--- src/design/wvs_pkg.sv ---
// Shared constants, record types and helpers for the weighted value selector.
`default_nettype none
package wvs_pkg;

  localparam int MAX_VALUES = 64;
  localparam int IDX_W      = $clog2(MAX_VALUES);
  localparam int CNT_W      = $clog2(MAX_VALUES + 1);

  localparam int ID_W    = 16;
  localparam int DELTA_W = 32;
  localparam int RND_W   = 32;
  localparam int SUM_W   = 40;
  localparam int WT_W    = 40;
  localparam int TW_W    = 46;
  localparam int ACC_W   = WT_W + IDX_W;
  localparam int CMP_W   = (ACC_W > TW_W) ? ACC_W : TW_W;
  localparam int PROD_W  = 2 * RND_W;

  localparam int IN_DATA_W  = 80;
  localparam int OUT_DATA_W = 56;
  localparam int OUT_USER_W = 2;

  localparam int Q_DEPTH = 4;
  localparam int Q_AW    = $clog2(Q_DEPTH);
  localparam int Q_CW    = $clog2(Q_DEPTH + 1);

  localparam logic [SUM_W-1:0] SUM_MAX = {1'b0, {(SUM_W-1){1'b1}}};
  localparam logic [SUM_W-1:0] SUM_MIN = {1'b1, {(SUM_W-1){1'b0}}};
  localparam logic [TW_W-1:0]  TW_MAX  = {TW_W{1'b1}};

  // One closed candidate value as it travels from the front end to the back end.
  typedef struct packed {
    logic [RND_W-1:0] rnd;
    logic             eos;
    logic [SUM_W-1:0] sum;
    logic [ID_W-1:0]  id;
  } rec_t;

  typedef struct packed {
    logic [SUM_W-1:0] sum;
    logic [ID_W-1:0]  id;
  } entry_t;

  // The weight of a sum is its magnitude when negative, else zero.
  function automatic logic [WT_W-1:0] weight_of(input logic [SUM_W-1:0] s);
    logic [WT_W-1:0] w;
    w = s[SUM_W-1] ? WT_W'({SUM_W{1'b0}} - s) : '0;
    return w;
  endfunction

endpackage
`default_nettype wire

--- src/design/wvs_front.sv ---
// Front end: accepts delta words, keeps the saturating running sum, emits closed values.
`default_nettype none
module wvs_front (
  input  wire logic                           clk,
  input  wire logic                           rst,
  input  wire logic                           s_tvalid,
  output logic                                s_tready,
  input  wire logic [wvs_pkg::IN_DATA_W-1:0]  s_tdata,
  input  wire logic                           s_tuser,
  input  wire logic                           s_tlast,
  input  wire logic                           q_full,
  output logic                                push,
  output wvs_pkg::rec_t                       push_rec
);
  import wvs_pkg::*;

  logic [SUM_W-1:0]   running;
  logic [SUM_W-1:0]   sum_next;
  logic [SUM_W:0]     wide;
  logic [ID_W-1:0]    id;
  logic [DELTA_W-1:0] delta;
  logic [RND_W-1:0]   rnd;
  logic               accept;
  logic               close;

  assign id    = s_tdata[ID_W-1:0];
  assign delta = s_tdata[ID_W +: DELTA_W];
  assign rnd   = s_tdata[ID_W + DELTA_W +: RND_W];

  assign s_tready = !q_full;
  assign accept   = s_tvalid && !q_full;
  assign close    = s_tuser || s_tlast;

  assign wide = {running[SUM_W-1], running} + {{(SUM_W + 1 - DELTA_W){delta[DELTA_W-1]}}, delta};

  always_comb begin
    if (wide[SUM_W] != wide[SUM_W-1]) begin
      sum_next = wide[SUM_W] ? SUM_MIN : SUM_MAX;
    end else begin
      sum_next = wide[SUM_W-1:0];
    end
  end

  assign push         = accept && close;
  assign push_rec.id  = id;
  assign push_rec.sum = sum_next;
  assign push_rec.eos = s_tlast;
  assign push_rec.rnd = rnd;

  always_ff @(posedge clk) begin
    if (rst) begin
      running <= '0;
    end else if (accept) begin
      running <= close ? '0 : sum_next;
    end
  end

endmodule
`default_nettype wire

--- config.mk ---
export PLATFORM = sky130hd
export DESIGN_NAME = wvs_front
export DESIGN_NICKNAME = d
export VERILOG_FILES = /design/src/design/wvs_pkg.sv /design/src/design/wvs_front.sv
export SDC_FILE = /design/constraint.sdc
export NUM_CORES = 1
export LEC_CHECK = 0
export BUFFER_PORTS_ARGS = -buffer_cell sky130_fd_sc_hd__buf_2
export CAP_MARGIN = 30
export CORE_MARGIN = 2
export CORE_UTILIZATION = 40
export CTS_CLUSTER_DIAMETER = 80
export DETAILED_ROUTE_END_ITERATION = 10
export PLACE_DENSITY = 0.71
export SLEW_MARGIN = 30
export SYNTH_ARGS = -nofsm -noshare
export SYNTH_HDL_FRONTEND = slang
export SYNTH_SLANG_ARGS = --single-unit
--- constraint.sdc ---
create_clock -name clk -period 9 [get_ports clk]
set_clock_uncertainty 0.15 [all_clocks]
set_input_delay 0.9 -clock clk [delete_from_list [all_inputs] [get_ports clk]]
set_output_delay 0.9 -clock clk [all_outputs]
set_load 0.005 [all_outputs]
# After elaboration in Yosys (flattened, before gate mapping)
# Index checks and enable logic that the tools add are counted.
[word_totals] output_inout_bits=91 in_bits=86 register_bits=40
[classes] n_eq_ne=1 addsub=1 mux=3 reduce_logical=4
[ops] cell="$mux 40" count=3
[ops] cell="$add 40x32->41" count=1
[ops] cell="$logic_and 1x1->1" count=2
[ops] cell="$logic_not 1->1" count=1
[ops] cell="$logic_or 1x1->1" count=1
[ops] cell="$ne 1x1->1" count=1

# Logic depth before layout (Yosys ltp)
[depth] depth_word=4 depth_mapped=15

# Least setup slack after synthesis
# OpenSTA, ideal clock, no wires.
[synth_path] path_kind="in2out" start="input port s_tdata[16] (netlist name)" end="output port push_rec[52] (netlist name)" path_slack_ns=4.631 arrival_time_ns=3.319 cell_stages=15 t_required_ns=7.950 path_cell_list="ha_1 > inv_1 > fa_1 > nor2b_1 > o2111ai_1 > nand4bb_1 > a21bo_2 > a31oi_4 > o41ai_4 > buf_6 > and2_1 > buf_6 > buf_6 > nor2_1 > nor2_1"
[synth_lines] element="start, declared" line="wvs_front.sv:8" text="input wire logic [wvs_pkg::IN_DATA_W-1:0] s_tdata,"
[synth_lines] element="end, declared" line="wvs_front.sv:13" text="output wvs_pkg::rec_t push_rec"

==> results_dict.tcl <==
set metrics [dict create \
    rr_endpoint "running[9]$_SDFFE_PP0P_" \
    worst-path-max-fanout 30 \
    cts_resized 0 \
    portBuffers 80 \
    cts_tree "done" \
    crit_slowest_cell "and2_1" \
    largest_register "running" \
    first_pass_iters 7 \
    critPathRequiredTime_ns 7.95 \
    clk_pin_slew_ns 0.08 \
    dp_hpwl_um 9439 \
    slowest_delay_ns 0.63 \
    syn_nets 692 \
    design_area_sq_mm 0.004617 \
    switching_share_pct 36.50 \
    synthTopCellsByCount "57 x nand2_1, 51 x a21oi_1, 50 x buf_4" \
    antenna_left 0 \
    finalCriticalPeriod_ns 5.343 \
    core_sq_mm 0.01084 \
    leakagePower_uw 0.002071 \
    cts_hold_buf 0 \
    slew_headroom_pct 43.33 \
    cts_root_buffer "clkbuf_8" \
    vias 4228 \
    cp.arrival_ns 4.29 \
    largest_register_ff_count 40 \
    grt_usage_pct 20.97 \
    r2r-start "running[0]$_SDFFE_PP0P_" \
    nets 702 \
    cts.htree.levels 2 \
    yosys_warnings 0 \
    max_cap_violations 0 \
    ys.flop_type "dfxtp_1" \
    yosys.cell_types.count 65 \
    crit_type "input port to primary output" \
    hp-class "flip-flop to flip-flop" \
    wl_per_cell_um 17.40 \
    max_freq_mhz 187.2 \
    synth.most_common_cell "nand2_1" \
    grt_max_degree 40 \
    grt_use_met1_pct 28.81 \
    grt_pass1_vias 4112 \
    regArea_sq_um 800.8 \
    drc 0 \
    synth_area_sq_mm 0.004457 \
    fillers 1150 \
    drv_slew 0 \
    p_sw_uw 183.1 \
    cts.path.max_buffers 2 \
    min_from "running[28]$_SDFFE_PP0P_" \
    ios 177 \
    seq_area_frac_synth_pct 17.97 \
    postSynth.asyncResetShare_pct 0 \
    clkLatencyLatePin_ns 0.31 \
    yosysTopAreaCellShare_pct 17.97 \
    antenna_cells 0 \
    place_area_sq_mm 0.004524 \
    finalSetupTns_ns 0 \
    vias_per_cell 5.905 \
    cts_buffers 5 \
    ir_worst_vdd_mv 0.05813 \
    cp-start-kind "input port" \
    cp_cell_sequence "buf_2 > ha_1 > inv_1 > fa_1 > nor2b_1 > o2111ai_1 > nand4bb_1 > a21bo_2 > a31oi_4 > o41ai_4 > buf_4 > and2_1 > nor2_1 > nor2_1 > buf_2" \
    clock-sinks 40 \
    fp.dieW_um 109.6 \
    syn2layout_area_growth_pct 3.594 \
    drive_gt1_share_pct 19.44 \
    finalHoldViolCount 0 \
    whs_path_depth 2 \
    end_kind "primary output" \
    avgSynthCellArea_sq_um 7.888 \
    antenna_found_initial 0 \
    die_y_um 109.6 \
    rsz0062_at_grt "false" \
    reg2regPathDepth 13 \
    drt_wl_total_um 12460 \
    period_share_pct 59.36 \
    tightest_slew_ns 0.8499 \
    die-area_sq_mm 0.01200 \
    post-cts-setup-buffers 0 \
    synth_area_leaders "dfxtp_1 18%, ha_1 11%, buf_4 8.4%" \
    drt_iter0_drc 285 \
    seq_power_share_pct 36.5 \
    fin_ws_ns 3.657 \
    p_int_uw 318.6 \
    hold_end "running[28]$_SDFFE_PP0P_" \
    met3_usage_pct 3.972 \
    reg.largest.list "running x40" \
    overflow 0 \
    power_density_mw_per_mm2 108.7 \
    rows 38 \
    multiInputGateArea_sq_mm 0.003073 \
    place_ws_ns 3.680 \
    synth_top_area_cell "dfxtp_1" \
    pwr-share-clk_pct 26.6 \
    grt_pass1_wl_um 20270 \
    netlist_instances 565 \
    place_congestion 0.9282 \
    finalSetupViolations 0 \
    ys_ff_latch 40 \
    use_met2_pct 34.04 \
    outcome "complete, no violations" \
    gr-max-usage-layer "met2" \
    comb_power_share_pct 36.9 \
    initial_core_util_pct 41.11 \
    synth-edff-count 0 \
    reg2reg_slack_ns 5.17 \
]
## how the worst max path moves through the flow
stage,start,end,slack [ns],cells after the start
2_1_floorplan,s_tdata[16],push_rec[52],4.63,15
3_3_place_gp,s_tdata[16],push_rec[28],3.74,15
6_report,s_tdata[16],push_rec[42],3.66,15
3_5_place_dp,s_tdata[16],push_rec[28],3.68,15
4_1_cts,s_tdata[16],push_rec[28],3.67,15
5_1_grt,s_tdata[16],push_rec[42],3.44,15
## critical path: cells and delay by family
kind                     cells  cell delay (ns)
buffers and inverters        4             0.70
AO/OA/AOI/OAI                4             0.79
AND/OR/NAND/NOR              5             1.29
adder cells (fa/ha/maj)      2             0.60
## cell families (layout without fill, tap and decap cells)
family	Yosys count	in the layout	share of synthesized area, %
AOI/OAI and AO/OA	186	186	29.09
and+or+nand+nor	147	147	15.86
buffers and inverters	93	104	13.33
adders and majority gates	64	64	16.84
DFF	40	40	17.97
xor gates and xnor gates	34	34	6.682
muxes	1	1	0.2246
## layout make-up
cell class              count  share of cell area [%]
inverters                  12                  0.9756
repair buffers             84                   9.322
clock inverters             2                  0.2168
clock buffers               6                   1.789
well taps                 140                   3.794
multi-input cells         432                   66.56
flip-flops and latches     40                   17.34
## power groups by stage
stage | clock network (uW) | registers, uW | logic, uW
2_1_floorplan | 0 | 187 | 139
3_3_place_gp | 0 | 187 | 183
3_5_place_dp | 0 | 187 | 185
4_1_cts | 137 | 183 | 186
5_1_grt | 144 | 184 | 205
6_report | 133 | 183 | 185
## layout by cell type, fill, tap and decap left out, drive strengths merged, types with 17 or more instances in the layout
master   n
a221o   17
ha      40
nand2   58
xnor2   22
nor2    33
buf     84
dfxtp   40
o21ai   41
a21oi   54
maj3    23
## layer usage
metal | wire length (um) | share of wire (%) | vias to the layer above
met5 | 0 | 0 | -
met4 | 173 | 1.4 | 0
met3 | 992 | 8.0 | 23
met2 | 5606 | 45 | 171
met1 | 5689 | 46 | 1985
li1 | - | - | 2049
## stage by stage
| step | total power (uW) | instances | util (%) | hold slack, ns |
|---|---|---|---|---|
| 6_report | 501.8 | 716 | 42.59 | 0.2951 |
| 5_1_grt | 533.2 | 716 | 42.59 | 0.3115 |
| 4_1_cts | 506.2 | 716 | 42.59 | 0.2962 |
| 3_5_place_dp | 372.4 | 708 | 41.74 | 0.2851 |
| 3_3_place_gp | 370.2 | 708 | 41.74 | 0.2814 |
| 2_1_floorplan | 326.0 | 565 | - | 0.2697 |
(Power assumes the default switching activity.)
