[src/design/wvs_pkg.sv]
// Shared constants, record types and helpers for the weighted value selector.
`default_nettype none
package wvs_pkg;

  localparam int MAX_VALUES = 64;
  localparam int IDX_W      = $clog2(MAX_VALUES);
  localparam int CNT_W      = $clog2(MAX_VALUES + 1);

  localparam int ID_W    = 16;
  localparam int DELTA_W = 32;
  localparam int RND_W   = 32;
  localparam int SUM_W   = 40;
  localparam int WT_W    = 40;
  localparam int TW_W    = 46;
  localparam int ACC_W   = WT_W + IDX_W;
  localparam int CMP_W   = (ACC_W > TW_W) ? ACC_W : TW_W;
  localparam int PROD_W  = 2 * RND_W;

  localparam int IN_DATA_W  = 80;
  localparam int OUT_DATA_W = 56;
  localparam int OUT_USER_W = 2;

  localparam int Q_DEPTH = 4;
  localparam int Q_AW    = $clog2(Q_DEPTH);
  localparam int Q_CW    = $clog2(Q_DEPTH + 1);

  localparam logic [SUM_W-1:0] SUM_MAX = {1'b0, {(SUM_W-1){1'b1}}};
  localparam logic [SUM_W-1:0] SUM_MIN = {1'b1, {(SUM_W-1){1'b0}}};
  localparam logic [TW_W-1:0]  TW_MAX  = {TW_W{1'b1}};

  // One closed candidate value as it travels from the front end to the back end.
  typedef struct packed {
    logic [RND_W-1:0] rnd;
    logic             eos;
    logic [SUM_W-1:0] sum;
    logic [ID_W-1:0]  id;
  } rec_t;

  typedef struct packed {
    logic [SUM_W-1:0] sum;
    logic [ID_W-1:0]  id;
  } entry_t;

  // The weight of a sum is its magnitude when negative, else zero.
  function automatic logic [WT_W-1:0] weight_of(input logic [SUM_W-1:0] s);
    logic [WT_W-1:0] w;
    w = s[SUM_W-1] ? WT_W'({SUM_W{1'b0}} - s) : '0;
    return w;
  endfunction

endpackage
`default_nettype wire

[src/design/wvs_queue.sv]
// Short queue of closed values between the front end and the back end.
`default_nettype none
module wvs_queue (
  input  wire logic          clk,
  input  wire logic          rst,
  input  wire logic          push,
  input  wvs_pkg::rec_t      push_rec,
  output logic               full,
  input  wire logic          pop,
  output logic               q_valid,
  output wvs_pkg::rec_t      q_rec
);
  import wvs_pkg::*;

  rec_t             slots [Q_DEPTH];
  logic [Q_AW-1:0]  wptr;
  logic [Q_AW-1:0]  rptr;
  logic [Q_CW-1:0]  fill;
  logic             do_pop;

  assign full    = (fill == Q_CW'(Q_DEPTH));
  assign q_valid = (fill != '0);
  assign q_rec   = slots[rptr];
  assign do_pop  = pop && q_valid;

  always_ff @(posedge clk) begin
    if (push) begin
      slots[wptr] <= push_rec;
    end
  end

  always_ff @(posedge clk) begin
    if (rst) begin
      wptr <= '0;
      rptr <= '0;
      fill <= '0;
    end else begin
      if (push) begin
        wptr <= wptr + Q_AW'(1);
      end
      if (do_pop) begin
        rptr <= rptr + Q_AW'(1);
      end
      case ({push, do_pop})
        2'b10:   fill <= fill + Q_CW'(1);
        2'b01:   fill <= fill - Q_CW'(1);
        default: fill <= fill;
      endcase
    end
  end

endmodule
`default_nettype wire

[config.mk]
export PLATFORM = sky130hd
export DESIGN_NAME = wvs_queue
export DESIGN_NICKNAME = d
export VERILOG_FILES = /design/src/design/wvs_pkg.sv /design/src/design/wvs_queue.sv
export SDC_FILE = /design/constraint.sdc
export NUM_CORES = 1
export LEC_CHECK = 0
export BUFFER_PORTS_ARGS = -buffer_cell sky130_fd_sc_hd__clkbuf_2
export CORE_ASPECT_RATIO = 0.7
export CORE_UTILIZATION = 45
export CTS_BUF_LIST = sky130_fd_sc_hd__clkbuf_16
export DETAILED_ROUTE_END_ITERATION = 16
export PLACE_DENSITY = 0.64
export SLEW_MARGIN = 20
export SYNTH_ARGS = -nofsm -noshare
export SYNTH_HDL_FRONTEND = slang
export SYNTH_SLANG_ARGS = --single-unit
[constraint.sdc]
create_clock -name clk -period 5.21 [get_ports clk]
set_input_delay 0.2605 -clock clk [delete_from_list [all_inputs] [get_ports clk]]
set_output_delay 0.2605 -clock clk [all_outputs]
set_load 0.01 [all_outputs]
# Word-level counts from Yosys, hierarchy flattened
# Memory sizes are Yosys's and may differ from the RTL's. A register that Yosys moved wholly into a read port is not among the register bits.
# Cells that the tools add are included.
[word_totals]
register_bits = 7
latchBits = 0
mem_bits_rw = 356
rom_bits = 0
inputBits = 93
output_inout_bits = 91
n_memories = 1
[memory_table]
columns = ["name", "depth", "width", "read_ports", "rd_clocked_by_memory_dff", "wr", "line_no", "source"]
rows = [
  ["slots", 4, 89, 1, 1, 1, "wvs_queue.sv:15", "rec_t slots [Q_DEPTH];"],
]
[classes]
addsub = 4
mul = 0
div_mod_pow = 0
magnitude_cmp = 0
n_eq_ne = 3
shifts = 0
muxes = 5
bitwise_logic = 0
n_reduce_logical = 3
[ops]
columns = ["operator", "count"]
rows = [
  ["3-bit one-hot mux with 2 select lines", 1],
  ["2-bit by 1-bit adder with 2-bit output, second input constant", 2],
  ["2-bit 2-to-1 mux", 2],
  ["3-bit by 1-bit adder with 3-bit output, second input constant", 1],
  ["3-bit == test, second input constant", 1],
  ["3-bit nonzero test", 1],
  ["3-bit by 1-bit subtractor with 3-bit output, second input constant", 1],
  ["2-bit by 1-bit == test with 1-bit output, second input constant", 1],
  ["2-bit == test, second input constant", 1],
  ["1-bit 2-to-1 mux", 2],
  ["2-bit nonzero test", 1],
  ["1-bit logical AND", 1],
]

# Logic depth before layout (Yosys ltp)
# Gate-level depths: netlist of the first run.
[logic_depth]
depth_word = 4
ltp_mapped = 7
mapped_depth_nobuf = 7

# Worst setup path before layout of the first run
# Ideal clock, no wire load.
[synth_path]
kind = "register to register"
from = "register wptr[0]"
to = "memory slots[0][0] (netlist name), enable pin"
setup_ns = 0.457
arrival_ns = 2.607
required_time_ns = 4.753
path_slack_ns = 2.145
stages_incl_launch_ff = 4
n_path_buf = 0
synth_period_minus_slack_ns = 3.065
cell_sequence = "dfxtp_1 inv_1 ha_1 and2_1"
[synth_lines]
columns = ["item", "line_no", "source"]
rows = [
  ["start: declaration", "wvs_queue.sv:16", "logic [Q_AW-1:0] wptr;"],
  ["start signal: assignment", "wvs_queue.sv:39", "wptr <= wptr + Q_AW'(1);"],
  ["end: declaration", "wvs_queue.sv:15", ""],
]
# Straight into the memory's write port.

==> results by group, run 1 <==
Status
  – Status: finished, final reports clean

Global route
  – GRT Util Overall: 17.3%
  – Vias in the first global route: 6960
  – First-pass GRT wire length: 39600 um
  – Grt total ovfl: 0
  – Largest net degree at the start of global routing: 59
  – Initial antenna violation count: 0

Final layout
  – Area growth from synthesis to layout: 25.8%
  – # diodes: 0
  – Final nets: 906
  – Fraction of layout cells with a size suffix above 1: 39.9%
  – Final core utilization: 57.6%

Setup path
  – Critical path class: reg2out
  – Reg2reg path depth: 3
  – Critical R2R Capture: slots[3][61]$_DFFE_PP_
  – CP required: 4.95 ns
  – CP Capture Type: output pin
  – R2R Path Start: wptr[0]$_SDFFE_PP0P_
  – R2R setup slack: 2.88 ns
  – CP Capture Point: q_rec[69]
  – Worst Path Max Fanout: 55
  – Setup crit start kind: flop
  – Worst EP arrival: 2.67 ns

Power and ir drop
  – Clock share of power: 35.5%
  – P_leak: 0.00571 uW
  – Reg power frac: 48.0%
  – Internal: 5590 uW
  – Switch Pwr: 1730 uW
  – Pwr Density: 439 nW/um^2
  – Comb power frac: 16.5%
  – Switching share of power: 23.6%
  – Peak VDD IR: 312 uV

Clocking
  – CTS clk-pin slew, worst paths: 0.06 ns
  – H-tree Lvls: 2
  – Clock Path Buffers: 3
  – Cts repair resizes: 0
  – Clock latency on the worst-skew pair: 0.51 ns
  – TritonCTS Buffers: 35
  – Clock sinks: 365
  – Root buffer cell: clkbuf_16
  – TritonCTS clock tree: done

STA
  – Slew Limit Fails: 0
  – RSZ-0062 raised after global routing: false
  – Worst Max-Slew Pin Slew: 0.912 ns
  – Tmin final: 2.93 ns
  – Fin crit share: 56.2%
  – Worst Skew: 0.00861 ns
  – Max Clock Freq: 342 MHz
  – Final Hold Viols: 0
  – Worst slew margin: 39.2%
  – Setup TNS: 0 ns
  – Endpoints failing setup: 0

Routing
  – Via density per instance: 5.16
  – Post-Route WL: 25200 um
  – Wire per inst: 20.8 um
  – Top layer in use: met4
  – Detailed-router iteration count before antenna repair: 5
  – Via count: 6245
  – WL met3: 1200 um
  – Remaining antenna violation count after routing: 0
  – Number of remaining DRC errors: 0
  – Initial drt markers: 327
  – Met2 routed WL: 12200 um
  – Wl on met1: 11400 um

Die
  – Io pins: 184
  – Die height: 146 um
  – # rows: 52
  – Starting Density: 45.8%
  – Core Region: 29000 sq um
  – Die Area: 30200 sq um
  – Die Wd: 207 um

Logic synthesis
  – FF+latch count, synth: 365
  – Compound-gate portion of the synthesized area: 0.245%
  – Netlist Area Pre-Place: 13300 sq um
  – Simple-gate area share of the yosys netlist: 0.556%
  – Mux share of post-synthesis cell area: 15.2%
  – XOR/XNOR Fraction of Synth Area: 0.330%
  – Syn nets: 612
  – Warnings, synthesis: 0
  – Mapped Cells: 513
  – Seq/Total Area, Yosys: 81.9%
  – Adder-cell share of the synthesized area: 0.622%
  – Largest family of logic cells by synthesized area: multiplexers
  – Synth cell types: 22
  – Post-Syn Area per Cell: 25.9 sq um

Run
  – Max Cap Viol: 0

Min path
  – Hold Path Class: in2reg

Placed design
  – GP Congestion: 0.726
  – Hpwl dp: 14400 um
  – # port buffers: 183
[cell type report]
class,count,area [sq um]
multi-input cells,121,2260
flip-flops and latches,365,10900
fillers,2079,12300
clock buffers,37,926
well taps,378,473
clock inverters,25,263
repair buffers,278,1860
inverters,6,22.5
[sequential cells by signal, indices dropped and copies added (netlist names), named ones only]
| register | cells |
|---|---|
| fill | 3 |
| wptr | 2 |
| rptr | 2 |
| slots | 356 |
[cells in the mapped netlist]
library cell  number  share of area (%)
a21oi_1            2              0.075
and2_1             4               0.19
and3_1             1              0.047
buf_12             1               0.15
buf_2             10               0.38
buf_6              1              0.085
buf_8              1               0.11
clkbuf_1           8               0.23
dfxtp_1            9                1.4
edfxtp_1         356                 81
fa_1               1               0.15
ha_1               5               0.47
inv_1              6               0.17
mux2i_1            1              0.075
mux4_2            89                 15
nor2_1             8               0.23
o21ai_0            1              0.038
o311ai_0           1              0.066
o31a_1             1              0.066
or3_1              2              0.094
xnor2_1            2               0.13
xor2_1             3               0.20
[what timing repair did]
action,CTS,global route
setup buffers,0,0
hold buffers,89,0
hold endpoints to repair,355,0
[kinds of logic (layout without fill, tap and decap cells)]
family | Yosys count | after routing
buffers and inverters | 27 | 346
DFF | 365 | 365
adders and majority gates | 6 | 6
AOI/OAI and AO/OA | 5 | 5
muxes | 90 | 90
xor gates and xnor gates | 5 | 5
and+or+nand+nor | 15 | 15
[worst min-delay path by stage]
stage                             from                      to  slack [ns]  depth (start not counted)
after floorplan            push_rec[0]   slots[0][0]$_DFFE_PP_        0.36                          0
after global placement    push_rec[33]  slots[0][33]$_DFFE_PP_        0.47                          1
after detailed placement  push_rec[24]  slots[0][24]$_DFFE_PP_        0.48                          1
after CTS                          rst    wptr[0]$_SDFFE_PP0P_       0.008                          2
after global routing               rst                    flop        0.05                          2
final                              rst                    flop        0.04                          2
[worst max-delay path: stages (launching register included)]
cell and delay, ns:
dfxtp_4 0.85, buf_12 0.44, mux4_2 0.62, clkbuf_2 0.16
[power groups by stage]
| stage | registers, uW | clock network (uW) | logic [uW] |
|---|---|---|---|
| final | 3510 | 2600 | 1210 |
| after global routing | 3540 | 2770 | 1300 |
| after CTS | 3520 | 2670 | 1230 |
| after detailed placement | 3580 | 0 | 1170 |
| after global placement | 3570 | 0 | 1150 |
| after floorplan | 3480 | 0 | 841 |
[through the flow]
stage	power [uW]	cells	hold WS [ns]	setup WS, ns	cell area, sq um
after floorplan	4320	513	0.359	2.15	13300
after global placement	4720	1059	0.473	2.76	14600
after detailed placement	4760	1059	0.481	2.73	14600
after CTS	7420	1210	0.00762	2.18	16700
after global routing	7610	1210	0.0494	2.09	16700
final	7320	1210	0.0439	2.28	16700
[routing by layer]
| metal | track usage, % | vias to the layer above |
|---|---|---|
| li1 | - | 2787 |
| met1 | 23.9 | 3260 |
| met2 | 28.0 | 160 |
| met3 | 4.06 | 38 |
| met4 | 4.85 | 0 |
| met5 | 0 | - |
[cells in the final DEF, fill, tap and decap left out]
master           n
o311ai_0         1
o21ai_0          1
xor2_1           3
clkinv_2         3
dfxtp_1          7
clkbuf_2       183
xnor2_1          2
clkinv_1         6
ha_1             5
bufinv_16        6
buf_4            5
edfxtp_1       356
buf_12           1
clkbuf_16       37
inv_1           14
dlygate4sd3_1   89
clkinvlp_4       2
nor2_1           8
and3_1           1
dfxtp_4          2
fa_1             1
o31a_1           1
a21oi_1          2
mux4_2          89
mux2i_1          1
and2_4           4
or3_1            2
No activity file was read; power rests on OpenSTA's default activity.
==> run 2, diff against run 1 <==
- clock period: 5.21 -> 2.85 ns (I/O delays scaled with it)
==> results by group, run 2 (synthesis results as in run 1) <==
Placed design
  – Worst slack at placement: 0.910 ns
  – Hpwl dp: 15100 um
  – GP Congestion: 0.742
  – # port buffers: 183
  – Dpl cells: 1068

Global route
  – Vias in the first global route: 7016
  – First-pass GRT wire length: 39100 um
  – Initial antenna violation count: 0
  – GRT Util Overall: 17.0%
  – Largest net degree at the start of global routing: 44
  – Grt total ovfl: 0

Final layout
  – Largest registers: slots: 356 flops, fill: 3 flops
  – Commonest non-fill, non-tap cell in the layout: edfxtp_1
  – Area growth from synthesis to layout: 26.7%
  – Top reg by flops: slots
  – Finished Layout Cells: 1221
  – Most frequent cells in the layout: edfxtp_1 (356), clkbuf_2 (183), dlygate4sd3_1 (91)
  – # diodes: 0
  – Final-layout fill cell count: 2091
  – Final core utilization: 58.1%
  – Final nets: 918
  – Max FFs per register: 356
  – Fraction of layout cells with a size suffix above 1: 40.7%

Routing
  – Via density per instance: 5.19
  – Initial drt markers: 323
  – Remaining antenna violation count after routing: 0
  – Detailed-router iteration count before antenna repair: 5
  – Number of remaining DRC errors: 0
  – Via count: 6338
  – Wire per inst: 20.4 um
  – Post-Route WL: 24900 um

Clocking
  – Cts repair resizes: 0
  – Clock Path Buffers: 3
  – Postcts setup bufs: 0
  – Clock latency on the worst-skew pair: 0.52 ns
  – TritonCTS clock tree: done
  – CTS clk-pin slew, worst paths: 0.06 ns
  – H-tree Lvls: 2
  – Clock sinks: 365
  – TritonCTS Buffers: 36
  – Root buffer cell: clkbuf_16

STA
  – Worst Skew: 0.0149 ns
  – RSZ-0062 raised after global routing: false
  – Slew Limit Fails: 0
  – Final Worst Setup Slack: 0.420 ns
  – Fin crit share: 85.3%
  – Endpoints failing setup: 0
  – Final Hold Viols: 0
  – Worst slew margin: 63.7%
  – Tmin final: 2.43 ns
  – Worst Max-Slew Pin Slew: 0.544 ns
  – Setup TNS: 0 ns
  – Max Clock Freq: 412 MHz

Power and ir drop
  – Comb power frac: 17.6%
  – Peak VDD IR: 534 uV
  – Pwr Density: 791 nW/um^2
  – Internal: 10100 uW
  – Reg power frac: 47.9%
  – Clock share of power: 34.5%
  – P_leak: 0.00577 uW
  – Switch Pwr: 3180 uW
  – Switching share of power: 23.9%

Setup path
  – Critical path class: reg2out
  – Worst EP arrival: 2.29 ns
  – Worst Path Max Fanout: 29
  – Setup crit start kind: flop
  – CP Capture Type: output pin
  – Reg2reg path depth: 7
  – CP required: 2.71 ns

Die
  – Die Wd: 207 um
  – Core Region: 29000 sq um
  – Die Area: 30200 sq um
  – # rows: 52
  – Die height: 146 um
  – Io pins: 184
  – Starting Density: 45.8%

Min path
  – Hold Path Depth: 4
  – Hold Path Class: in2reg

Status
  – Status: finished, final reports clean

Run
  – Max Cap Viol: 0
run 2: layer usage:
| layer | track usage (%) | part of all wire [%] | vias to the layer above | wire (um) |
|---|---|---|---|---|
| met4 | 5.41 | 1.8 | 0 | 437 |
| met2 | 28.5 | 50 | 206 | 12400 |
| met5 | 0 | 0 | - | 0 |
| li1 | - | - | 2818 | - |
| met1 | 21.7 | 42 | 3277 | 10400 |
| met3 | 4.96 | 7.0 | 37 | 1730 |
run 2: path summary, 6_finish.rpt:
path	to	startpoint	slack, ns
worst max-delay path	q_rec[28]	flop	0.42
worst min-delay path	flop	pop	0.08
worst max register to register	fill[2]$_SDFFE_PP0P_	fill[0]$_SDFFE_PP0P_	0.87
worst min register to register	flop	rptr[1]$_SDFFE_PP0P_	0.53
run 2: metrics by stage:
stage	cell area [sq um]	hold WS, ns	total power [uW]
5_1_grt	16800	0.120	13800
2_1_floorplan	13300	0.241	7890
4_1_cts	16800	0.0588	13500
6_report	16800	0.0827	13300
3_5_place_dp	14800	0.360	8760
3_3_place_gp	14800	0.354	8690
run 2: worst max-delay path, cell delays in order, from the launching register on:
cell,delay (ns)
dfxtp_4,0.66
buf_12,0.32
mux4_2,0.59
clkbuf_2,0.16
run 2: final cells by class:
cell class	count	area [sq um]	share of cell area [%]
clock buffers	37	926	5.51
clock inverters	25	219	1.30
repair buffers	289	2040	12.1
inverters	6	22.5	0.134
flip-flops and latches	365	10900	64.7
multi-input cells	121	2260	13.4
well taps	378	473	2.81
run 2: power groups by stage:
stage                     sequential (uW)  clock, uW  combinational [uW]
after global routing                 6400       4900                2510
after CTS                            6370       4700                2390
after global placement               6460          0                2230
after floorplan                      6360          0                1540
after detailed placement             6490          0                2270
final                                6360       4590                2340
run 2: timing repair:
item                                    4_1_cts  5_1_grt
hold buffers                                 91        0
endpoints found under the setup margin        0        0
endpoints found under the hold margin       365        0
